### config.mk
export PLATFORM = sky130hd
export DESIGN_NAME = bitmap_table_with_find_first_unit
export DESIGN_NICKNAME = d
export VERILOG_FILES = /design/src/hw/rtl/bmff_pkg.sv /design/src/hw/rtl/bmff_csr.sv /design/src/hw/rtl/bmff_ctrl.sv /design/src/hw/rtl/bmff_dpath.sv /design/src/hw/rtl/bitmap_table_with_find_first_unit.sv
export SDC_FILE = /design/constraint.sdc
export NUM_CORES = 1
export LEC_CHECK = 0
export BUFFER_PORTS_ARGS = -buffer_cell sky130_fd_sc_hd__buf_2
export CAP_MARGIN = 20
export CORE_ASPECT_RATIO = 0.9
export CORE_MARGIN = 1.5
export CORE_UTILIZATION = 41
export DETAILED_ROUTE_END_ITERATION = 10
export HOLD_SLACK_MARGIN = 0.05
export SKIP_CTS_REPAIR_TIMING = 1
export SLEW_MARGIN = 20
export SYNTH_ARGS = -nofsm -noshare
export SYNTH_HDL_FRONTEND = slang
export SYNTH_SLANG_ARGS = --single-unit
### constraint.sdc
create_clock -name clock -period 12.6 [get_ports clock]
set_input_delay 1.26 -clock clock [delete_from_list [all_inputs] [get_ports clock]]
set_output_delay 1.26 -clock clock [all_outputs]
set_load 0.005 [all_outputs]
### src/hw/rtl/bmff_pkg.sv
// Shared constants, codes and control types of the bit table with find-first.
`timescale 1ns / 1ps

package bmff_pkg;

   localparam int MAX_BITS   = 1024;
   localparam int WORD_BITS  = 32;
   localparam int WORD_COUNT = (MAX_BITS + WORD_BITS - 1) / WORD_BITS;
   localparam int WORD_AW    = $clog2(WORD_COUNT);
   localparam int OFF_W      = $clog2(WORD_BITS);
   localparam int POS_W      = 10;
   localparam int CNT_W      = 11;
   localparam int VAL_W      = 8;
   localparam int CODE_W     = 3;
   localparam int CSR_AW     = 3;
   localparam int CSR_DW     = 32;

   localparam logic [CNT_W-1:0]     BIT_COUNT_RESET = CNT_W'(MAX_BITS);
   localparam logic [WORD_BITS-1:0] TOP_BIT         = {1'b1, {(WORD_BITS-1){1'b0}}};
   localparam logic [WORD_BITS-1:0] ALL_ONES        = {WORD_BITS{1'b1}};

   // register index of bit_count, taken from paddr[2]
   localparam logic REG_BIT_COUNT = 1'b0;

   typedef enum logic [CODE_W-1:0] {
      REQ_READ  = 3'd0,
      REQ_WRITE = 3'd1,
      REQ_FILL  = 3'd2,
      REQ_TEST  = 3'd3,
      REQ_FIND  = 3'd4
   } req_code_type;

   typedef enum logic [2:0] {
      ST_IDLE,
      ST_DECODE,
      ST_READ,
      ST_WRITE,
      ST_FILL,
      ST_SCAN,
      ST_DONE
   } state_type;

   typedef struct packed {
      logic capture;
      logic mem_rd;
      logic idx_step;
      logic latch_bit;
      logic write_bit;
      logic fill_word;
      logic scan_eval;
      logic load_rsp;
   } ctrl_cmd_type;

   typedef struct packed {
      logic [CODE_W-1:0] req_code;
      logic              bad;
      logic              val_ok;
      logic              n_zero;
      logic              idx_last;
      logic              scan_stop;
      logic              rsp_pending;
   } dp_status_type;

endpackage

### src/hw/rtl/bmff_csr.sv
// Configuration register file: bit_count behind an APB-style port.
`timescale 1ns / 1ps

module bmff_csr (
   input  logic                          clock,
   input  logic                          reset,
   input  logic                          csr_psel,
   input  logic                          csr_penable,
   input  logic                          csr_pwrite,
   input  logic [bmff_pkg::CSR_AW-1:0]   csr_paddr,
   input  logic [bmff_pkg::CSR_DW-1:0]   csr_pwdata,
   output logic [bmff_pkg::CSR_DW-1:0]   csr_prdata,
   output logic                          csr_pready,
   output logic [bmff_pkg::CNT_W-1:0]    bit_count
);

   logic [bmff_pkg::CNT_W-1:0] bit_count_ff;
   logic [bmff_pkg::CNT_W-1:0] bit_count_in;
   logic                       hit_count;

   assign hit_count = (csr_paddr[2] == bmff_pkg::REG_BIT_COUNT);

   always_comb begin
      bit_count_in = bit_count_ff;
      if (csr_psel && csr_penable && csr_pwrite && hit_count) begin
         bit_count_in = csr_pwdata[bmff_pkg::CNT_W-1:0];
      end
   end

   always_ff @(posedge clock) begin
      if (reset) begin
         bit_count_ff <= bmff_pkg::BIT_COUNT_RESET;
      end else begin
         bit_count_ff <= bit_count_in;
      end
   end

   assign csr_pready = 1'b1;
   assign csr_prdata = hit_count ?
                       {{(bmff_pkg::CSR_DW-bmff_pkg::CNT_W){1'b0}}, bit_count_ff} : '0;
   assign bit_count  = bit_count_ff;

endmodule

### src/hw/rtl/bmff_ctrl.sv
// Request sequencer: decodes a request and steps the datapath through it.
`timescale 1ns / 1ps

module bmff_ctrl (
   input  logic                    clock,
   input  logic                    reset,
   input  logic                    req_valid,
   output logic                    req_ready,
   input  bmff_pkg::dp_status_type status,
   output bmff_pkg::ctrl_cmd_type  cmd
);

   bmff_pkg::state_type state_ff;
   bmff_pkg::state_type state_in;

   always_comb begin
      state_in = state_ff;
      unique case (state_ff)
         bmff_pkg::ST_IDLE: begin
            if (req_valid) state_in = bmff_pkg::ST_DECODE;
         end
         bmff_pkg::ST_DECODE: begin
            unique case (status.req_code)
               bmff_pkg::REQ_READ:
                  state_in = status.bad ? bmff_pkg::ST_DONE : bmff_pkg::ST_READ;
               bmff_pkg::REQ_WRITE:
                  state_in = status.bad ? bmff_pkg::ST_DONE : bmff_pkg::ST_WRITE;
               bmff_pkg::REQ_FILL:
                  state_in = (status.val_ok && !status.n_zero) ?
                             bmff_pkg::ST_FILL : bmff_pkg::ST_DONE;
               bmff_pkg::REQ_TEST:
                  state_in = (status.val_ok && !status.n_zero) ?
                             bmff_pkg::ST_SCAN : bmff_pkg::ST_DONE;
               bmff_pkg::REQ_FIND:
                  state_in = (status.val_ok && !status.bad) ?
                             bmff_pkg::ST_SCAN : bmff_pkg::ST_DONE;
               default:
                  state_in = bmff_pkg::ST_DONE;
            endcase
         end
         bmff_pkg::ST_READ:  state_in = bmff_pkg::ST_DONE;
         bmff_pkg::ST_WRITE: state_in = bmff_pkg::ST_DONE;
         bmff_pkg::ST_FILL: begin
            if (status.idx_last) state_in = bmff_pkg::ST_DONE;
         end
         bmff_pkg::ST_SCAN: begin
            if (status.scan_stop) state_in = bmff_pkg::ST_DONE;
         end
         bmff_pkg::ST_DONE: begin
            if (!status.rsp_pending) state_in = bmff_pkg::ST_IDLE;
         end
         default: state_in = bmff_pkg::ST_IDLE;
      endcase
   end

   always_comb begin
      cmd       = '0;
      req_ready = 1'b0;
      unique case (state_ff)
         bmff_pkg::ST_IDLE: begin
            req_ready   = 1'b1;
            cmd.capture = req_valid;
         end
         bmff_pkg::ST_DECODE: begin
            unique case (status.req_code)
               bmff_pkg::REQ_READ,
               bmff_pkg::REQ_WRITE: begin
                  cmd.mem_rd = !status.bad;
               end
               bmff_pkg::REQ_TEST: begin
                  cmd.mem_rd   = status.val_ok && !status.n_zero;
                  cmd.idx_step = status.val_ok && !status.n_zero;
               end
               bmff_pkg::REQ_FIND: begin
                  cmd.mem_rd   = status.val_ok && !status.bad;
                  cmd.idx_step = status.val_ok && !status.bad;
               end
               default: ;
            endcase
         end
         bmff_pkg::ST_READ:  cmd.latch_bit = 1'b1;
         bmff_pkg::ST_WRITE: cmd.write_bit = 1'b1;
         bmff_pkg::ST_FILL: begin
            cmd.fill_word = 1'b1;
            cmd.idx_step  = 1'b1;
         end
         bmff_pkg::ST_SCAN: begin
            cmd.scan_eval = 1'b1;
            cmd.mem_rd    = 1'b1;
            cmd.idx_step  = 1'b1;
         end
         bmff_pkg::ST_DONE: cmd.load_rsp = !status.rsp_pending;
         default: ;
      endcase
   end

   always_ff @(posedge clock) begin
      if (reset) begin
         state_ff <= bmff_pkg::ST_IDLE;
      end else begin
         state_ff <= state_in;
      end
   end

endmodule

### src/hw/rtl/bmff_dpath.sv
// Datapath: word memory, request registers, scan logic and result register.
`timescale 1ns / 1ps

module bmff_dpath (
   input  logic                          clock,
   input  logic                          reset,
   input  logic [bmff_pkg::CODE_W-1:0]   req_type,
   input  logic [bmff_pkg::POS_W-1:0]    req_position,
   input  logic [bmff_pkg::VAL_W-1:0]    req_value,
   input  logic [bmff_pkg::CNT_W-1:0]    bit_count,
   input  bmff_pkg::ctrl_cmd_type        cmd,
   output bmff_pkg::dp_status_type       status,
   input  logic                          rsp_ready,
   output logic                          rsp_valid,
   output logic                          rsp_bit_value,
   output logic                          rsp_found,
   output logic [bmff_pkg::POS_W-1:0]    rsp_found_position,
   output logic                          rsp_all_equal,
   output logic                          rsp_bad_position
);

   localparam int WB = bmff_pkg::WORD_BITS;
   localparam int AW = bmff_pkg::WORD_AW;
   localparam int OW = bmff_pkg::OFF_W;

   function automatic logic [4:0] first_set(input logic [31:0] x);
      logic [31:0] v;
      logic [4:0]  c;
      v = x;
      c = '0;
      if (v[31:16] == '0) begin c[4] = 1'b1; v = v << 16; end
      if (v[31:24] == '0) begin c[3] = 1'b1; v = v << 8;  end
      if (v[31:28] == '0) begin c[2] = 1'b1; v = v << 4;  end
      if (v[31:30] == '0) begin c[1] = 1'b1; v = v << 2;  end
      if (!v[31])         begin c[0] = 1'b1;              end
      return c;
   endfunction

   logic [WB-1:0] mem [bmff_pkg::WORD_COUNT];
   logic [bmff_pkg::WORD_COUNT-1:0] valid_ff;

   logic [bmff_pkg::CODE_W-1:0] code_ff;
   logic [bmff_pkg::POS_W-1:0]  pos_ff;
   logic [bmff_pkg::VAL_W-1:0]  val_ff;
   logic [bmff_pkg::CNT_W-1:0]  n_ff, n_in, n_m1;
   logic [AW-1:0]               last_ff;
   logic [OW-1:0]               tail_ff;
   logic [AW-1:0]               idx_ff, idx_in, idx_start;
   logic [AW-1:0]               ev_idx_ff;
   logic [WB-1:0]               rd_word_ff;
   logic                        rd_vld_ff;
   logic                        bit_ff;
   logic                        hit_ff;
   logic [bmff_pkg::POS_W-1:0]  hit_pos_ff;

   logic                        rsp_valid_ff;
   logic                        rsp_bit_ff, rsp_found_ff, rsp_all_ff, rsp_bad_ff;
   logic [bmff_pkg::POS_W-1:0]  rsp_fpos_ff;
   logic                        rsp_bit_in, rsp_found_in, rsp_all_in, rsp_bad_in;
   logic [bmff_pkg::POS_W-1:0]  rsp_fpos_in;

   logic [WB-1:0] word, pattern, use_mask, start_mask, hit_bits, bit_mask, wr_data_in;
   logic [OW-1:0] pos_off, hit_off;
   logic          bad, val_ok, n_zero, word_hit, ev_last;
   logic          is_read, is_write, is_test, is_find;

   // effective count and its word geometry
   always_comb begin
      n_in = (bit_count > bmff_pkg::CNT_W'(bmff_pkg::MAX_BITS)) ?
             bmff_pkg::CNT_W'(bmff_pkg::MAX_BITS) : bit_count;
      n_m1 = n_in - bmff_pkg::CNT_W'(1);
      idx_start = ((req_type == bmff_pkg::REQ_FILL) || (req_type == bmff_pkg::REQ_TEST)) ?
                  '0 : req_position[OW +: AW];
   end

   always_ff @(posedge clock) begin
      if (cmd.capture) begin
         code_ff <= req_type;
         pos_ff  <= req_position;
         val_ff  <= req_value;
         n_ff    <= n_in;
         last_ff <= n_m1[OW +: AW];
         tail_ff <= n_in[OW-1:0];
      end
   end

   assign is_read  = (code_ff == bmff_pkg::REQ_READ);
   assign is_write = (code_ff == bmff_pkg::REQ_WRITE);
   assign is_test  = (code_ff == bmff_pkg::REQ_TEST);
   assign is_find  = (code_ff == bmff_pkg::REQ_FIND);

   assign bad     = ({1'b0, pos_ff} >= n_ff);
   assign val_ok  = (val_ff[bmff_pkg::VAL_W-1:1] == '0);
   assign n_zero  = (n_ff == '0);
   assign pos_off = pos_ff[OW-1:0];

   // word walk
   always_comb begin
      idx_in = idx_ff;
      if (cmd.capture) begin
         idx_in = idx_start;
      end else if (cmd.idx_step) begin
         idx_in = idx_ff + AW'(1);
      end
   end

   always_ff @(posedge clock) begin
      idx_ff <= idx_in;
      if (cmd.mem_rd) begin
         rd_word_ff <= mem[idx_ff];
         rd_vld_ff  <= valid_ff[idx_ff];
         ev_idx_ff  <= idx_ff;
      end
   end

   // word just read, masked to the bits that take part
   always_comb begin
      word       = rd_vld_ff ? rd_word_ff : '0;
      pattern    = {WB{val_ff[0]}};
      ev_last    = (ev_idx_ff == last_ff);
      use_mask   = (ev_last && (tail_ff != '0)) ? ~(bmff_pkg::ALL_ONES >> tail_ff) :
                   bmff_pkg::ALL_ONES;
      start_mask = (is_find && (ev_idx_ff == pos_ff[OW +: AW])) ?
                   (bmff_pkg::ALL_ONES >> pos_off) : bmff_pkg::ALL_ONES;
      hit_bits   = is_find ? (~(word ^ pattern) & use_mask & start_mask) :
                             ((word ^ pattern) & use_mask);
      word_hit   = |hit_bits;
      hit_off    = first_set(hit_bits);
      bit_mask   = bmff_pkg::TOP_BIT >> pos_off;
      if (cmd.fill_word) begin
         wr_data_in = pattern;
      end else if (val_ff == bmff_pkg::VAL_W'(0)) begin
         wr_data_in = word & ~bit_mask;
      end else if (val_ff == bmff_pkg::VAL_W'(1)) begin
         wr_data_in = word | bit_mask;
      end else begin
         wr_data_in = '0;
      end
   end

   always_ff @(posedge clock) begin
      if (cmd.write_bit || cmd.fill_word) begin
         mem[idx_ff] <= wr_data_in;
      end
   end

   always_ff @(posedge clock) begin
      if (reset) begin
         valid_ff <= '0;
      end else if (cmd.write_bit || cmd.fill_word) begin
         valid_ff[idx_ff] <= 1'b1;
      end
   end

   always_ff @(posedge clock) begin
      if (cmd.latch_bit) begin
         bit_ff <= word[OW'(WB-1) - pos_off];
      end
      if (cmd.capture) begin
         hit_ff <= 1'b0;
      end else if (cmd.scan_eval && word_hit) begin
         hit_ff     <= 1'b1;
         hit_pos_ff <= {ev_idx_ff, hit_off};
      end
   end

   // result register
   always_comb begin
      rsp_bad_in   = (is_read || is_write || is_find) && bad;
      rsp_bit_in   = is_read && !bad && bit_ff;
      rsp_found_in = is_find && !bad && val_ok && hit_ff;
      rsp_fpos_in  = rsp_found_in ? hit_pos_ff : '0;
      rsp_all_in   = is_test && (n_zero || (val_ok && !hit_ff));
   end

   always_ff @(posedge clock) begin
      if (reset) begin
         rsp_valid_ff <= 1'b0;
      end else if (cmd.load_rsp) begin
         rsp_valid_ff <= 1'b1;
      end else if (rsp_ready) begin
         rsp_valid_ff <= 1'b0;
      end
   end

   always_ff @(posedge clock) begin
      if (cmd.load_rsp) begin
         rsp_bit_ff   <= rsp_bit_in;
         rsp_found_ff <= rsp_found_in;
         rsp_fpos_ff  <= rsp_fpos_in;
         rsp_all_ff   <= rsp_all_in;
         rsp_bad_ff   <= rsp_bad_in;
      end
   end

   always_comb begin
      status.req_code    = code_ff;
      status.bad         = bad;
      status.val_ok      = val_ok;
      status.n_zero      = n_zero;
      status.idx_last    = (idx_ff == last_ff);
      status.scan_stop   = word_hit || ev_last;
      status.rsp_pending = rsp_valid_ff && !rsp_ready;
   end

   assign rsp_valid          = rsp_valid_ff;
   assign rsp_bit_value      = rsp_bit_ff;
   assign rsp_found          = rsp_found_ff;
   assign rsp_found_position = rsp_fpos_ff;
   assign rsp_all_equal      = rsp_all_ff;
   assign rsp_bad_position   = rsp_bad_ff;

endmodule

### src/hw/rtl/bitmap_table_with_find_first_unit.sv
// Top level of the bit table with find-first: register port, sequencer and datapath.
`timescale 1ns / 1ps

// A table of 1024 bits held as 32 words of 32 bits in a single-port memory, bit 0 at the
// most significant bit of word 0, empty after reset with no clearing pass. One request is
// worked at a time; the result waits in an output register so the next request is taken
// while it is pending. A write is a read-modify-write of one word, a fill writes the words
// in use, and test-all and find-first scan the words from their start word onward; the scan
// reads one word per cycle from the memory port. Out-of-range positions, unsupported compare
// values and unknown requests go from decode to the result with no memory access. A result
// that finds the previous one still waiting holds until that one is taken. bit_count is
// written at byte address 0; the user must write it only while the block is idle (not enforced).

module bitmap_table_with_find_first_unit (
   input  logic                          clock,
   input  logic                          reset,
   input  logic                          req_valid,
   output logic                          req_ready,
   input  logic [bmff_pkg::CODE_W-1:0]   req_type,
   input  logic [bmff_pkg::POS_W-1:0]    req_position,
   input  logic [bmff_pkg::VAL_W-1:0]    req_value,
   output logic                          rsp_valid,
   input  logic                          rsp_ready,
   output logic                          rsp_bit_value,
   output logic                          rsp_found,
   output logic [bmff_pkg::POS_W-1:0]    rsp_found_position,
   output logic                          rsp_all_equal,
   output logic                          rsp_bad_position,
   input  logic                          csr_psel,
   input  logic                          csr_penable,
   input  logic                          csr_pwrite,
   input  logic [bmff_pkg::CSR_AW-1:0]   csr_paddr,
   input  logic [bmff_pkg::CSR_DW-1:0]   csr_pwdata,
   output logic [bmff_pkg::CSR_DW-1:0]   csr_prdata,
   output logic                          csr_pready
);

   logic [bmff_pkg::CNT_W-1:0] bit_count;
   bmff_pkg::ctrl_cmd_type     cmd;
   bmff_pkg::dp_status_type    status;

   bmff_csr u_csr (
      .clock       (clock),
      .reset       (reset),
      .csr_psel    (csr_psel),
      .csr_penable (csr_penable),
      .csr_pwrite  (csr_pwrite),
      .csr_paddr   (csr_paddr),
      .csr_pwdata  (csr_pwdata),
      .csr_prdata  (csr_prdata),
      .csr_pready  (csr_pready),
      .bit_count   (bit_count)
   );

   bmff_ctrl u_ctrl (
      .clock     (clock),
      .reset     (reset),
      .req_valid (req_valid),
      .req_ready (req_ready),
      .status    (status),
      .cmd       (cmd)
   );

   bmff_dpath u_dpath (
      .clock              (clock),
      .reset              (reset),
      .req_type           (req_type),
      .req_position       (req_position),
      .req_value          (req_value),
      .bit_count          (bit_count),
      .cmd                (cmd),
      .status             (status),
      .rsp_ready          (rsp_ready),
      .rsp_valid          (rsp_valid),
      .rsp_bit_value      (rsp_bit_value),
      .rsp_found          (rsp_found),
      .rsp_found_position (rsp_found_position),
      .rsp_all_equal      (rsp_all_equal),
      .rsp_bad_position   (rsp_bad_position)
   );

`ifndef ASSERT_OFF
   // one request in flight: a transfer closes the input until the result is queued
   assert property (@(posedge clock) disable iff (reset)
      (req_valid && req_ready) |=> !req_ready)
      else $error("request taken while another is in flight");

   // each result answers exactly one kind of request
   assert property (@(posedge clock) disable iff (reset)
      rsp_valid |-> $onehot0({rsp_bit_value, rsp_found, rsp_all_equal, rsp_bad_position}))
      else $error("result flags of different requests set together");

   assert property (@(posedge clock) disable iff (reset)
      (rsp_valid && !rsp_found) |-> (rsp_found_position == '0))
      else $error("found position set without a match");
`endif

endmodule

* After elaboration in Yosys (flattened, before gate mapping)
Memory sizes are Yosys's and may differ from the RTL's. A register that Yosys moved wholly into a read port is not among the register bits.
Index checks and enable logic that the tools add are counted.
** Storage, ports and cells
- Output and inout bits :: 49
- Flip-flop bits (word level) :: 126
- Input port bits :: 63
- Memories kept :: 1
- Bits in writable memories :: 1024
- Word-level logic and storage cells :: 165
** Memory list
- u_dpath.mem :: depth 32, width 32, read ports 1, clocked after Yosys merged registers in 1, write ports 1, RTL line bmff_dpath.sv:39 : logic [WB-1:0] mem [bmff_pkg::WORD_COUNT];
** Operators by class
- Bitwise operators :: 12
- Mux-type cells :: 53
- Add/subtract/negate cells :: 3
- Order comparisons :: 5
- Reduce and logical (&&, ||, !) cells :: 47
- Equal/unequal tests :: 20
- Shift operators :: 3
** Operators by type and width (number)
- 32-bit 2-to-1 mux :: 11
- 32-bit bitwise AND :: 4
- 32-bit NOT :: 3
- 32-bit by 5-bit right shift with 32-bit output, first input constant :: 3
- 32-bit bitwise OR :: 2
- 32-bit OR reduction :: 1
- 32-bit bitwise XOR :: 1
- 11-bit 2-to-1 mux :: 2
- 1-bit 2-to-1 mux :: 19
- 3-bit by 2-bit == test with 1-bit output, second input constant :: 6
- 1-bit logical AND :: 18
- 3-bit 2-to-1 mux :: 6
- 3-bit case mux with 6 select lines :: 1
- 16-bit zero test :: 1
- 8-bit zero test :: 2
- 5-bit == test :: 3
- 5-bit 2-to-1 mux :: 3
- 3-bit case mux with 5 select lines :: 1
- 3-bit == test, second input constant :: 4
- 5-bit by 6-bit < comparator with 1-bit output, second input constant :: 2
- 10-bit by 11-bit greater-or-equal comparator with 1-bit output :: 1
- 11-bit > comparator, second input constant :: 1
- 11-bit zero test :: 1
- 1-bit binary-select mux with 5-bit select :: 2
- other kinds (23) :: 45

* Depth between registers and ports, before layout
- Depth in word-level cells :: 15
- Depth in mapped cells :: 16

* Modules after synthesis
A second synthesis with hierarchy kept.
** Second synthesis, totals
- Cells, all modules :: 2595
- Area, all modules :: 47823.4 µm²
** By module, submodules not included
- bmff_dpath :: cells an instance 2465, area each 46739.8 µm², times used 1
- bmff_csr :: cells an instance 84, area each 752.0 µm², times used 1
- bmff_ctrl :: cells an instance 46, area each 331.6 µm², times used 1

* Worst setup path before layout
No wires, ideal clock.
- Path type :: register to register
- From :: register u_dpath.pos_ff[0] (netlist bit)
- To :: register u_dpath.ev_idx_ff[0] (enable)
- Library setup time :: 0.489 ns
- Data required time :: 12.111 ns
- Path buffers :: 2
- Cell stages (with the launch flop) :: 16
- Period minus slack after synthesis :: 5.917 ns
- Path slack :: 6.683 ns
- Data arrival time :: 5.429 ns
- Cell sequence :: edfxtp_1 -> buf_2 -> buf_1 -> inv_1 -> ha_1 -> nand2b_1 -> a21o_1 -> a21o_1 -> a21o_1 -> a21o_1 -> a21oi_1 -> o21ai_0 -> nand2b_1 -> and3b_1 -> nor3b_1 -> nor3b_1
** RTL lines
- from (decl) :: RTL line bmff_dpath.sv:43 : logic [bmff_pkg::POS_W-1:0] pos_ff;
- from (signal assigned) :: RTL line bmff_dpath.sv:79 : pos_ff <= req_position;
- to (signal assigned) :: RTL line bmff_dpath.sv:112 : ev_idx_ff <= idx_ff;
- to (decl) :: RTL line bmff_dpath.sv:49 : logic [AW-1:0] ev_idx_ff;

* Worst setup path in the final report
- From :: register u_dpath.idx_ff[0]
- To :: memory u_dpath.mem[19][18] (netlist bit) (enable)
** RTL lines
- from (decl) :: RTL line bmff_dpath.sv:48 : logic [AW-1:0] idx_ff, idx_in, idx_start;
- from (signal assigned) :: RTL line bmff_dpath.sv:108 : idx_ff <= idx_in;
- to (decl) :: RTL line bmff_dpath.sv:39
Straight into the memory's write port.

==> summary.md <==
| Metric | Value |
|---|---|
| Outcome | `completed` |
| Post-Syn Area per Cell | `18.6 µm²` |
| Hold Crit Depth | `2` |
| Design area | `54,100 µm²` |
| Reg-to-Reg End | `u_dpath.mem[19][18]` |
| Area leader, netlist | `edfxtp_1` |
| CTS tree | `built` |
| Post-Syn Area | `47,600 µm²` |
| Post-synth cell types | `85` |
| Worst-skew pair later-pin latency | `740 ps` |
| Worst hold path class | `reg -> reg` |
| Htree depth | `3` |
| Dpl hpwl | `69,600 µm` |
| Total iterations of the first detailed-routing run | `6` |
| Synthesis-to-finish area growth | `13.7%` |
| Crit end category | `register` |
| Max VDD drop | `0.177 mV` |
| CTS Buf Count | `117` |
| Clock power share | `0.306` |
| Leak pwr | `17.3 nW` |
| Largest net degree at the start of global routing | `141` |
| Die Area | `118,000 µm²` |
| Die Width | `362 µm` |
| Actual transition at the worst max-transition pin | `1120 ps` |
| Design Power | `11.2 mW` |
| Slew Limit Headroom | `0.250` |
| Post-Place Worst Slack | `8010 ps` |
| DRT Wirelength | `129,000 µm` |
| Initial Utilization | `0.414` |
| Int Pwr | `7.81 mW` |
| Reg2Reg Setup Slack | `8130 ps` |
| Nets | `2,749` |
| DR vias | `25,800` |
| Tmin final | `4470 ps` |
| Max_cap viols | `0` |
| FP Rows | `118` |
| Die span in y | `326 µm` |
| Combinational share of power | `0.266` |
| Bufs on Longest Clock Path | `3` |
| Ports | `112` |
| Fmax | `224 MHz` |
| Setup WS post-layout | `8130 ps` |
| CP Data Arrival Time | `4850 ps` |
| Setup Skew | `68.2 ps` |
| Root buf cell | `clkbuf_16` |
| Worst Path Class, Setup | `reg -> reg` |
| RR Startpoint | `u_dpath.idx_ff[0]` |
| Total gr overflow | `0` |
| Pins over their slew limit | `0` |
| GRT Overall Usage | `0.219` |
| Switch Pwr | `3.42 mW` |
| Proportion of netlist area held by the largest area contributor | `0.712` |
| Synth top area cells | `edfxtp_1 71%, mux4_2 13%, a22oi_1 2.1%` |
| Share of cells above drive strength 1 | `0.253` |
| Seq. cell area | `34,900 µm²` |
| Final Hold Slack | `467 ps` |
| Core area | `115,000 µm²` |
| Fin. Hold Viols | `0` |
| Sequential fraction of the synthesis area | `0.732` |
| RePlAce Congestion | `0.891` |
| Multi-input gate area | `12,500 µm²` |
| Reg clk slew, reported paths | `60 ps` |
| Initial DRC Count | `2,932` |
| Fin Setup TNS | `0 ps` |
| Most frequent cell after synthesis | `edfxtp_1` |
| Wirelength per Cell | `30.3 µm` |
| Post-DRT Antenna Nets | `0` |
| #FFs+latches synth | `1,177` |
| Pwr per Cell Area | `208 nW/µm²` |
| Post-synth EDFFs | `1,129` |
| Sw frac | `0.305` |
| FILL cells | `9,561` |
| First-pass GRT wire length | `185,000 µm` |
| Vias per inst | `6.03` |
| # DRC | `0` |
| Synthesized instance count | `2,563` |
| Required time worst endpoint | `12,980 ps` |
| Crit share post-route | `0.355` |
| Startpoint types | `register` |
| HP Start | `u_dpath.valid_ff[27]` |
| TritonCTS Sinks | `1,177` |
| Placed cell areas | `50,100 µm²` |
| Synth async-reset ratio | `0` |
| Crit Path Max Fanout | `106` |
| Post-synth top cells | `1,129 x edfxtp_1, 272 x mux4_2, 138 x nand2_1` |
| Final Setup Violations | `0` |
| FF-to-FF path depth | `6` |
| Hold Path End | `u_dpath.valid_ff[27]` |
| Ys flop type | `edfxtp_1` |
| Unrepaired setup endpoints after global routing | `no` |
| Initial antenna violation count | `1` |
| Yosys Warn Count | `0` |
| Input/output buffers | `66` |
| Vias in the first global route | `25,800` |
| Sequential cell fraction of total power | `0.428` |
logic make-up (layout without fill, tap and decap cells):
logic type	Yosys count	after routing	share of synthesized area
flip-flops	1177	1177	0.732
multiplexers	278	278	0.130
other	2	23	0.000158
AO/OA/AOI/OAI	366	366	0.0522
buffers and inverters	195	386	0.0181
AND/OR/NAND/NOR	476	476	0.0502
XOR/XNOR	55	55	0.0137
adder cells (fa/ha/maj)	14	14	0.00368
worst max-delay path, stage by stage (launching register included):
cell	delay, ps
edfxtp_1	330
buf_4	650
buf_12	670
ha_1	340
nand2_1	550
nor2_4	710
buf_4	540
stage by stage:
step                      utilization  cells
after global placement          0.435   4051
after CTS                       0.468   4272
after floorplan                     -   2583
after global routing            0.470   4274
final                           0.470   4275
after detailed placement        0.435   4051
metal layers:
metal / part of all wire / global-route usage / vias to the layer above
met1: 0.42 / 0.314 / 13700
met3: 0.076 / 0.0365 / 188
met5: 0 / 0 / -
met4: 0.028 / 0.0663 / 0
met2: 0.47 / 0.344 / 1179
li1: - / - / 10700
flip-flops by register name (all words and copies together), names as in the netlist, 4 cells and up:
name	cells
u_dpath.ev_idx_ff	5
u_dpath.valid_ff	32
u_dpath.rsp_found_position	10
u_dpath.rd_word_ff	32
u_dpath.mem	1024
u_dpath.hit_pos_ff	10
u_dpath.pos_ff	10
u_dpath.idx_ff	5
u_dpath.n_ff	7
u_dpath.val_ff	8
u_csr.bit_count	11
u_dpath.last_ff	5
u_dpath.tail_ff	4
power groups by stage:
stage	Sequential [mW]	Clock (mW)	Combinational, mW
2_1_floorplan	4.83	0	2.03
3_3_place_gp	4.88	0	2.93
3_5_place_dp	4.89	0	2.96
4_1_cts	4.81	3.51	2.97
5_1_grt	4.82	3.66	3.18
6_report	4.81	3.44	2.98
cell usage in the layout, fill, tap and decap left out, types with 14 or more instances in the layout:
master / n
edfxtp_1: 1129
buf_2: 66
nor3_1: 24
nor2b_1: 21
and2_1: 18
nor2_1: 97
dfxtp_1: 48
clkinv_1: 20
nand4_1: 37
o21ai_0: 87
buf_4: 74
clkinv_2: 28
clkbuf_1: 19
nand3_1: 27
a22oi_1: 132
ha_1: 14
nor2_4: 33
inv_1: 18
o21ai_4: 18
conb_1: 22
clkbuf_16: 120
mux4_2: 272
nand2_1: 138
xnor2_1: 32
a21oi_1: 33
how the worst max path moves through the flow:
stage,to,start,slack [ps],cells past startpoint
after global routing,u_dpath.mem[19][15],u_dpath.idx_ff[0],7880,6
final,u_dpath.mem[19][18],u_dpath.idx_ff[0],8130,6
after detailed placement,u_dpath.mem[19][1],u_dpath.idx_ff[0],8010,6
after CTS,u_dpath.mem[19][13],u_dpath.idx_ff[0],8030,6
after floorplan,u_dpath.ev_idx_ff[0],u_dpath.pos_ff[0],6680,15
after global placement,u_dpath.mem[19][1],u_dpath.idx_ff[0],8060,6
area by class of cell:
class / count / area share
sequential: 1177 / 0.644
multi-input combinational: 1211 / 0.231
clock buffer: 143 / 0.0578
tap: 1500 / 0.0347
timing repair buffer: 144 / 0.0179
clock inverter: 78 / 0.0133
inverter: 21 / 0.00155
antenna: 1 / 0.0000462
(Power assumes the default switching activity.)
